## src/rtl/mrfc_pkg.sv

```systemverilog
// ----------------------------------------------------------------------------
// Modbus RTU frame checker package
// Frame limits, CRC-16 constants, function codes, status codes and the
// byte-wide CRC update shared by the frame checker.
// ----------------------------------------------------------------------------
package mrfc_pkg;

  localparam int unsigned MAX_FRAME = 256;
  localparam int unsigned MIN_FRAME = 4;
  localparam int unsigned LEN_W     = $clog2(MAX_FRAME + 1);

  localparam logic [LEN_W-1:0] MAX_COUNT = LEN_W'(MAX_FRAME);
  localparam logic [LEN_W-1:0] MIN_COUNT = LEN_W'(MIN_FRAME);

  localparam logic [15:0] CRC_PRESET = 16'hFFFF;
  localparam logic [15:0] CRC_POLY   = 16'hA001;

  localparam logic [7:0] FC_READ_HOLDING   = 8'h03;
  localparam logic [7:0] FC_READ_INPUT     = 8'h04;
  localparam logic [7:0] FC_WRITE_SINGLE   = 8'h06;
  localparam logic [7:0] FC_WRITE_MULTIPLE = 8'h10;

  typedef enum logic [2:0] {
    ST_OK       = 3'd0,
    ST_SHORT    = 3'd1,
    ST_OVERFLOW = 3'd2,
    ST_CRC      = 3'd3,
    ST_ADDR     = 3'd4
  } frame_status_t;

  typedef enum logic {
    ACT_BYTE = 1'b0,
    ACT_END  = 1'b1
  } action_t;

  // One byte through the reflected CRC-16, unrolled over its eight bits.
  function automatic logic [15:0] crc_feed(input logic [15:0] crc, input logic [7:0] data);
    logic [15:0] c;
    c = crc ^ {8'h00, data};
    for (int k = 0; k < 8; k++) begin
      if (c[0]) begin
        c = (c >> 1) ^ CRC_POLY;
      end else begin
        c = c >> 1;
      end
    end
    return c;
  endfunction

endpackage

```

## src/rtl/modbus_rtu_frame_checker_top.sv

```systemverilog
// ----------------------------------------------------------------------------
// Modbus RTU frame checker
// Collects received bytes of one slave frame and reports its status at end
// of frame.
// ----------------------------------------------------------------------------
// The block takes one transaction per clock while not stalled: a received byte
// or an end of frame event raised by an external silence timer. A transaction
// is held in an input register, then updates the frame state (CRC-16 over
// all but the two trailing bytes, counters, address and function byte) in a
// single pass; the byte-wide CRC update is the longest path. An end of frame
// moves from the input register into the output register once that register
// is free, and it clears the frame state. Received bytes keep flowing while
// a result waits to be taken; only an end of frame waits for the output
// register to free up.
// slave_address may be written whenever no frame is in progress.
module modbus_rtu_frame_checker_top (
  input  logic                        clk,
  input  logic                        rst,
  input  logic                        cfg_valid,
  output logic                        cfg_ready,
  input  logic [7:0]                  cfg_data,
  input  logic                        in_valid,
  output logic                        in_stall,
  input  logic                        action,
  input  logic [7:0]                  rx_byte,
  output logic                        out_valid,
  input  logic                        out_stall,
  output logic [2:0]                  frame_status,
  output logic [7:0]                  function_code,
  output logic                        function_supported,
  output logic [mrfc_pkg::LEN_W-1:0]  frame_length
);
  import mrfc_pkg::*;

  logic [7:0]       slave_address;

  logic             q_valid;
  action_t          q_action;
  logic [7:0]       q_byte;
  logic             advance;

  logic [15:0]      crc;
  logic [15:0]      crc_next;
  logic [7:0]       held0;
  logic [7:0]       held0_next;
  logic [7:0]       held1;
  logic [7:0]       held1_next;
  logic [LEN_W-1:0] byte_count;
  logic [LEN_W-1:0] byte_count_next;
  logic [7:0]       address_byte;
  logic [7:0]       address_byte_next;
  logic [7:0]       function_byte;
  logic [7:0]       function_byte_next;
  logic             overflow;
  logic             overflow_next;

  frame_status_t    status;
  logic [7:0]       fc;
  logic             fc_supported;

  assign cfg_ready = 1'b1;

  always_ff @(posedge clk) begin
    if (rst) begin
      slave_address <= 8'd1;
    end else if (cfg_valid && cfg_ready) begin
      slave_address <= cfg_data;
    end
  end

  // A byte never needs the output register, so only an end of frame waits.
  assign advance  = (q_action == ACT_BYTE) || !out_valid || !out_stall;
  assign in_stall = q_valid && !advance;

  always_ff @(posedge clk) begin
    if (rst) begin
      q_valid <= 1'b0;
    end else if (!in_stall) begin
      q_valid <= in_valid;
    end
  end

  always_ff @(posedge clk) begin
    if (!in_stall && in_valid) begin
      q_action <= action_t'(action);
      q_byte   <= rx_byte;
    end
  end

  always_comb begin
    crc_next           = crc;
    held0_next         = held0;
    held1_next         = held1;
    byte_count_next    = byte_count;
    address_byte_next  = address_byte;
    function_byte_next = function_byte;
    overflow_next      = overflow;
    if (q_valid && advance) begin
      unique case (q_action)
        ACT_BYTE: begin
          if (byte_count >= MAX_COUNT) begin
            overflow_next = 1'b1;
          end else begin
            if (byte_count == LEN_W'(0)) begin
              address_byte_next = q_byte;
            end
            if (byte_count == LEN_W'(1)) begin
              function_byte_next = q_byte;
            end
            if (byte_count >= LEN_W'(2)) begin
              crc_next = crc_feed(crc, held0);
            end
            held0_next      = held1;
            held1_next      = q_byte;
            byte_count_next = byte_count + LEN_W'(1);
          end
        end
        ACT_END: begin
          crc_next           = CRC_PRESET;
          held0_next         = 8'h00;
          held1_next         = 8'h00;
          byte_count_next    = '0;
          address_byte_next  = 8'h00;
          function_byte_next = 8'h00;
          overflow_next      = 1'b0;
        end
        default: begin
          overflow_next = overflow;
        end
      endcase
    end
  end

  always_ff @(posedge clk) begin
    if (rst) begin
      crc           <= CRC_PRESET;
      held0         <= 8'h00;
      held1         <= 8'h00;
      byte_count    <= '0;
      address_byte  <= 8'h00;
      function_byte <= 8'h00;
      overflow      <= 1'b0;
    end else begin
      crc           <= crc_next;
      held0         <= held0_next;
      held1         <= held1_next;
      byte_count    <= byte_count_next;
      address_byte  <= address_byte_next;
      function_byte <= function_byte_next;
      overflow      <= overflow_next;
    end
  end

  // The two held bytes are the received CRC, low byte first on the line.
  always_comb begin
    fc = (byte_count >= LEN_W'(2)) ? function_byte : 8'h00;
    fc_supported = (fc == FC_READ_HOLDING) || (fc == FC_READ_INPUT) ||
                   (fc == FC_WRITE_SINGLE) || (fc == FC_WRITE_MULTIPLE);
    priority if (overflow) begin
      status = ST_OVERFLOW;
    end else if (byte_count < MIN_COUNT) begin
      status = ST_SHORT;
    end else if (crc != {held1, held0}) begin
      status = ST_CRC;
    end else if (address_byte != slave_address) begin
      status = ST_ADDR;
    end else begin
      status = ST_OK;
    end
  end

  always_ff @(posedge clk) begin
    if (rst) begin
      out_valid <= 1'b0;
    end else if (q_valid && advance && (q_action == ACT_END)) begin
      out_valid <= 1'b1;
    end else if (!out_stall) begin
      out_valid <= 1'b0;
    end
  end

  always_ff @(posedge clk) begin
    if (q_valid && advance && (q_action == ACT_END)) begin
      frame_status       <= status;
      function_code      <= fc;
      function_supported <= fc_supported;
      frame_length       <= byte_count;
    end
  end

  a_count_bounded: assert property (@(posedge clk) disable iff (rst)
    byte_count <= MAX_COUNT)
    else $error("byte count beyond the maximum frame size");

  a_overflow_full: assert property (@(posedge clk) disable iff (rst)
    overflow |-> (byte_count == MAX_COUNT))
    else $error("overflow flagged on a frame that is not full");

  a_end_clears: assert property (@(posedge clk) disable iff (rst)
    (q_valid && advance && (q_action == ACT_END)) |=>
      ((byte_count == '0) && (crc == CRC_PRESET) && !overflow && out_valid))
    else $error("end of frame did not clear the frame state or post a result");

  a_stall_only_full: assert property (@(posedge clk) disable iff (rst)
    in_stall |-> (q_valid && (q_action == ACT_END) && out_valid))
    else $error("input stalled without a pending end of frame");

  a_length_matches: assert property (@(posedge clk) disable iff (rst)
    (q_valid && advance && (q_action == ACT_END)) |=>
      (frame_length == $past(byte_count)))
    else $error("reported frame length differs from the byte count");

endmodule

```

## config.mk

```make
export PLATFORM = sky130hd
export DESIGN_NAME = modbus_rtu_frame_checker_top
export DESIGN_NICKNAME = d
export VERILOG_FILES = /design/src/rtl/mrfc_pkg.sv /design/src/rtl/modbus_rtu_frame_checker_top.sv
export SDC_FILE = /design/constraint.sdc
export NUM_CORES = 1
export LEC_CHECK = 0
export BUFFER_PORTS_ARGS = -buffer_cell sky130_fd_sc_hd__buf_2
export CORE_UTILIZATION = 45
export CTS_CLUSTER_DIAMETER = 80
export DETAILED_ROUTE_END_ITERATION = 7
export SYNTH_ARGS = -nofsm -noshare
export SYNTH_HDL_FRONTEND = slang
export SYNTH_SLANG_ARGS = --single-unit
```

## constraint.sdc

```tcl
create_clock -name clk -period 5.2 [get_ports clk]
set_input_delay 0.52 -clock clk [delete_from_list [all_inputs] [get_ports clk]]
set_output_delay 0.52 -clock clk [all_outputs]
set_load 0.01 [all_outputs]
```

=== Word-level counts from Yosys, hierarchy flattened ===
Cells that the tools add are included.

* Register bits: 98
* Output and inout port bits: 24

* Add/sub/neg operators: 1
* Magnitude comparators: 3
* Eq/ne operators: 13
* Multiplexer cells: 59
* Bitwise logic cells: 10
* Reduce and logical (&&, ||, !) cells: 20

{| class="wikitable"
|+ Operator list
! cell !! number
|-
| 2-to-1 mux 16 bit || 38
|-
| one-hot mux 8 bit (2 select lines) || 4
|-
| 2-to-1 mux 8 bit || 7
|-
| one-hot mux 16 bit (2 select lines) || 1
|-
| inverter 2 -> 3 bit || 8
|-
| one-hot mux 9 bit (2 select lines) || 1
|-
| == test 8 x 3 -> 1 bit, second input constant || 2
|-
| != test 16 bit || 1
|-
| bitwise XOR 16 x 8 -> 16 bit || 1
|-
| != test 2 x 1 -> 1 bit, second input constant || 5
|-
| adder 9 x 1 -> 9 bit, second input constant || 1
|-
| == test 9 x 1 -> 1 bit, second input constant || 1
|-
| greater-or-equal comparator 9 x 2 -> 1 bit, second input constant || 1
|-
| greater-or-equal comparator 9 bit, second input constant || 1
|-
| logical NOT 9 bit || 1
|-
| less-than comparator 9 x 3 -> 1 bit, second input constant || 1
|-
| 2-to-1 mux 9 bit || 1
|-
| AND reduction 3 bit || 3
|-
| == test 8 x 2 -> 1 bit, second input constant || 1
|-
| == test 8 x 5 -> 1 bit, second input constant || 1
|-
| != test 8 bit || 1
|-
| logical OR 1 bit || 5
|-
| logical AND 1 bit || 4
|-
| logical NOT 1 bit || 4
|-
| other kinds (8) || 12
|}

=== Longest topological paths before layout ===
* Depth after elaboration: 48
* Gate-level depth with buffers: 8

=== Worst setup path before layout ===
No wires, ideal clock.

* Kind: register -> register
* From: register q_action
* To: register frame_length[0] (netlist name), enable pin
* Library setup time: 0.376 ns
* Arrival time: 1.553 ns
* Slack: 3.271 ns
* Cell stages (with the launch flop): 5
* Clock period less this slack: 1.929 ns
* Cell sequence: edfxtp_1 > clkbuf_1 > nand3_1 > clkbuf_1 > inv_1

* Word-level cells in the longest chain between the ends: 5

{| class="wikitable"
|+ RTL lines
! element !! RTL line !! text
|-
| from (decl) || modbus_rtu_frame_checker_top.sv:38 || <nowiki>action_t q_action;</nowiki>
|-
| from (signal assigned) || modbus_rtu_frame_checker_top.sv:85 || <nowiki>q_action <= action_t'(action);</nowiki>
|-
| inverter 1 bit || - ||
|-
| logical OR 1 bit (2 in series) || modbus_rtu_frame_checker_top.sv:72 || <nowiki>assign advance = (q_action == ACT_BYTE) || !out_valid || !out_stall;</nowiki>
|-
| logical AND 1 bit || modbus_rtu_frame_checker_top.sv:183 || <nowiki>if (q_valid && advance && (q_action == ACT_END)) begin</nowiki>
|-
| logical AND 1 bit * || modbus_rtu_frame_checker_top.sv:183 ||
|-
| to (signal assigned) || modbus_rtu_frame_checker_top.sv:187 || <nowiki>frame_length <= byte_count;</nowiki>
|-
| to (decl) || modbus_rtu_frame_checker_top.sv:31 || <nowiki>output logic [mrfc_pkg::LEN_W-1:0] frame_length</nowiki>
|}

Mark *: on every way between the ends. The rest lies on a longest branch, timed or not.
A chain may end at the register's enable or synchronous reset.

=== Final worst setup path ===
* From: register q_action
* To: register crc[15]

* Word-level cells in the longest chain between the ends: 5

{| class="wikitable"
|+ RTL lines
! element !! RTL line !! text
|-
| inverter 1 bit || - ||
|-
| logical OR 1 bit (2 in series) || modbus_rtu_frame_checker_top.sv:72 ||
|-
| logical AND 1 bit || modbus_rtu_frame_checker_top.sv:98 || <nowiki>if (q_valid && advance) begin</nowiki>
|-
| AND reduction 3 bit (no line) || - ||
|-
| to (signal assigned) || modbus_rtu_frame_checker_top.sv:144 || <nowiki>crc <= crc_next;</nowiki>
|-
| to (decl) || modbus_rtu_frame_checker_top.sv:42 || <nowiki>logic [15:0] crc;</nowiki>
|}

Several ways; a longest one is shown, not always the timed one.

==> flow_summary.toml <==
[clock_network]
post_cts_resize_count = 0
cts_max_level = 3
cts_root_buf = "clkbuf_8"
cts_buffer_depth = 2
clk_pin_slew_ns = 0.10
hold_buffers = 0
post-cts-setup-buffers = 0
cts.sinks = 98
cts_tree = "done"
cts_buffers = 9
clock_latency_ns = 0.35

[yosys]
synth-edff-count = 30
synthTopCellsByCount = "dfxtp_1 (68), nor2_1 (42), edfxtp_1 (30)"
syn_inst = 379
synth_area_mm2 = 0.004123
synth.area.top_cells = "dfxtp_1 (33%), edfxtp_1 (22%), xnor2_1 (5.3%)"
synth_top_flop_cell = "dfxtp_1"
synth.most_common_cell = "dfxtp_1"
yosysSeqAreaShare = 0.5487
yosysTopAreaCell = "dfxtp_1"
synthesis.nets = 408
ys.warnings.count = 0
async_flop_share = 0
syn_area_per_cell_um2 = 10.88
synth_cell_types = 47
synth_top_area_frac = 0.3302
synth-seq-cells = 98

[timing]
max_slew.worst_pin.slew_ns = 1.062
min_period_over_period = 0.5744
max-slew-margin-rel = 0.2887
setup_violations = 0
min_period_ns = 2.987
rsz0062_at_grt = "no"
skew_ns = 0.007826
fmax_ghz = 0.3348
hold_violations = 0
slew_violations = 0
setup-tns-final_ns = 0

[floorplanning]
dieArea_mm2 = 0.009548
rows = 34
die_x_um = 97.72
start_util = 0.4682
core-area_mm2 = 0.008806
io_pins = 46
die_h_um = 97.72

[power_and_ir_drop]
power.share.sequential = 0.568
combinationalPowerShare = 0.055
cellPowerDensity_mw_per_mm2 = 312.9
internal_power_uw = 1115
p_total_uw = 1444
peakVddDrop_mv = 0.1720
leakagePower_uw = 0.001798
pwr-share-clk = 0.377
swShare = 0.2281
netSwitchingPower_uw = 329.3

[critical_path]
worst_ep_required_time_ns = 5.45
crit_arrival_ns = 3.24
crit_path_end_kind = "flop"
path_max_fanout = 21
max_stage_delay_ns = 0.94
path_cells = "nor3b_2, o21ai_1, or2_2, o32a_1"
critPathLaunchType = "flop"
reg2reg_slack_ns = 2.21
slowest_stage = "nor3b_2"
crit_type = "reg2reg"

[place]
place.gp.congestion = 0.7890
dp_cells = 511
dp.final_hpwl_um = 5364
port_buffers = 44

[global_route]
grt_pass1_vias = 2607
grt_pass1_wl_um = 13060
antenna_found_initial = 0
track_usage = 0.1727
grt_max_degree = 60
grt-ovfl-total = 0

[final_layout]
ff_latch_area_mm2 = 0.002262
post-route-util = 0.5240
instances_no_fill = 527
areaGrowthSynthToFinish_pct = 11.93
n_fill_cell = 803
multiInputGateArea_mm2 = 0.001744
antenna_cells = 0
drive_gt1_frac = 0.1599
fin_nets = 443

[job]
drv_cap = 0

[routing]
drtIter0Drc = 148
wl_per_cell_um = 14.87
num_vias = 2807
firstDrtPassIters = 7
drt-vias-per-instance = 5.326
drt.antenna.violating_nets = 0
drc = 18
wirelength_um = 7837

[run_status]
violations = "DRC"
outcome = "complete, but fails checks"

[worst_hold_path]
hp-class = "in2reg"
==> placed cells by master (no fill, tap or decap), types with 2 or more instances in the layout <==
master and instances:
or4_1 2, nor4_1 2, mux2i_1 8, dfxtp_1 68, ha_1 7, nand2_1 8
xor2_1 14, nand3_1 14, o22ai_1 13, buf_2 44, bufinv_16 2, nand3b_1 8
o32a_1 3, edfxtp_1 30, a21oi_1 11, nor2b_1 11, nand2b_1 15, inv_6 3
nor2_1 42, nor3b_1 8, nor3_1 5, nand4_1 4, a22oi_1 17, and3_1 10
xnor2_1 25, inv_1 6, or3_1 2, clkbuf_8 9, o21ba_1 8
==> area by class of cell <==
| type | count | area share |
|---|---|---|
| well taps | 108 | 0.02928 |
| inverters | 6 | 0.004881 |
| clock buffers | 9 | 0.02684 |
| repair buffers | 45 | 0.04935 |
| clock inverters | 7 | 0.02142 |
| flip-flops and latches | 98 | 0.4902 |
| multi-input cells | 254 | 0.3780 |
==> final timing paths <==
| kind | from | endpoint | depth (start not counted) |
|---|---|---|---|
| max | q_action$_DFFE_PP_ | crc[15]$_SDFFE_PP1P_ | 4 |
| min | rx_byte[4] | q_byte[4]$_DFFE_PP_ | 1 |
| max reg2reg | q_action$_DFFE_PP_ | crc[15]$_SDFFE_PP1P_ | 4 |
| min reg2reg | function_byte[5]$_SDFFE_PP0P_ | function_byte[5]$_SDFFE_PP0P_ | 2 |
==> critical path: cells and delay by family, from the launching register on <==
kind | cells | cell delay, ns
simple gates | 2 | 1.42
compound gates | 2 | 0.81
flops | 1 | 0.66
==> power groups by stage <==
stage                     clock (uW)  combinational (uW)  sequential [uW]
final                            544                79.6              820
after global routing             588                88.3              823
after CTS                        554                80.3              821
after detailed placement           0                80.3              838
after global placement             0                78.5              838
after floorplan                    0                58.4              833
==> routing by layer <==
layer	routed length, um	part of all wire	track usage	vias to the layer above
li1	-	-	-	1414
met1	3936	0.50	0.2485	1326
met2	3560	0.45	0.2673	60
met3	269	0.034	0.03453	7
met4	71	0.0091	0.04196	0
met5	0	0	0	-
==> cell families after synthesis <==
family	synth area share
simple gates	0.1885
flops	0.5487
compound gates	0.1047
xor+xnor	0.08832
buf+inv	0.02822
mux	0.01942
fa+ha+maj	0.02124
other cells	0.0009096
==> state kept, by name, summed over array words and instances (netlist names) <==
register / flops
held0: 8
slave_address: 8
q_valid: 1
function_supported: 1
frame_length: 9
q_byte: 8
function_code: 8
function_byte: 8
held1: 8
q_action: 1
frame_status: 3
byte_count: 9
crc: 16
overflow: 1
address_byte: 8
out_valid: 1
==> stage by stage <==
step / worst slack (ns) / instance area [um2] / hold WS [ns]
global route: 1.925 / 4614 / 0.3160
CTS: 2.158 / 4614 / 0.3210
detailed placement: 2.188 / 4392 / 0.4727
finish: 2.213 / 4614 / 0.3349
floorplan: 3.271 / 4123 / 0.4029
global placement: 2.278 / 4392 / 0.4702
(Power assumes the default switching activity.)
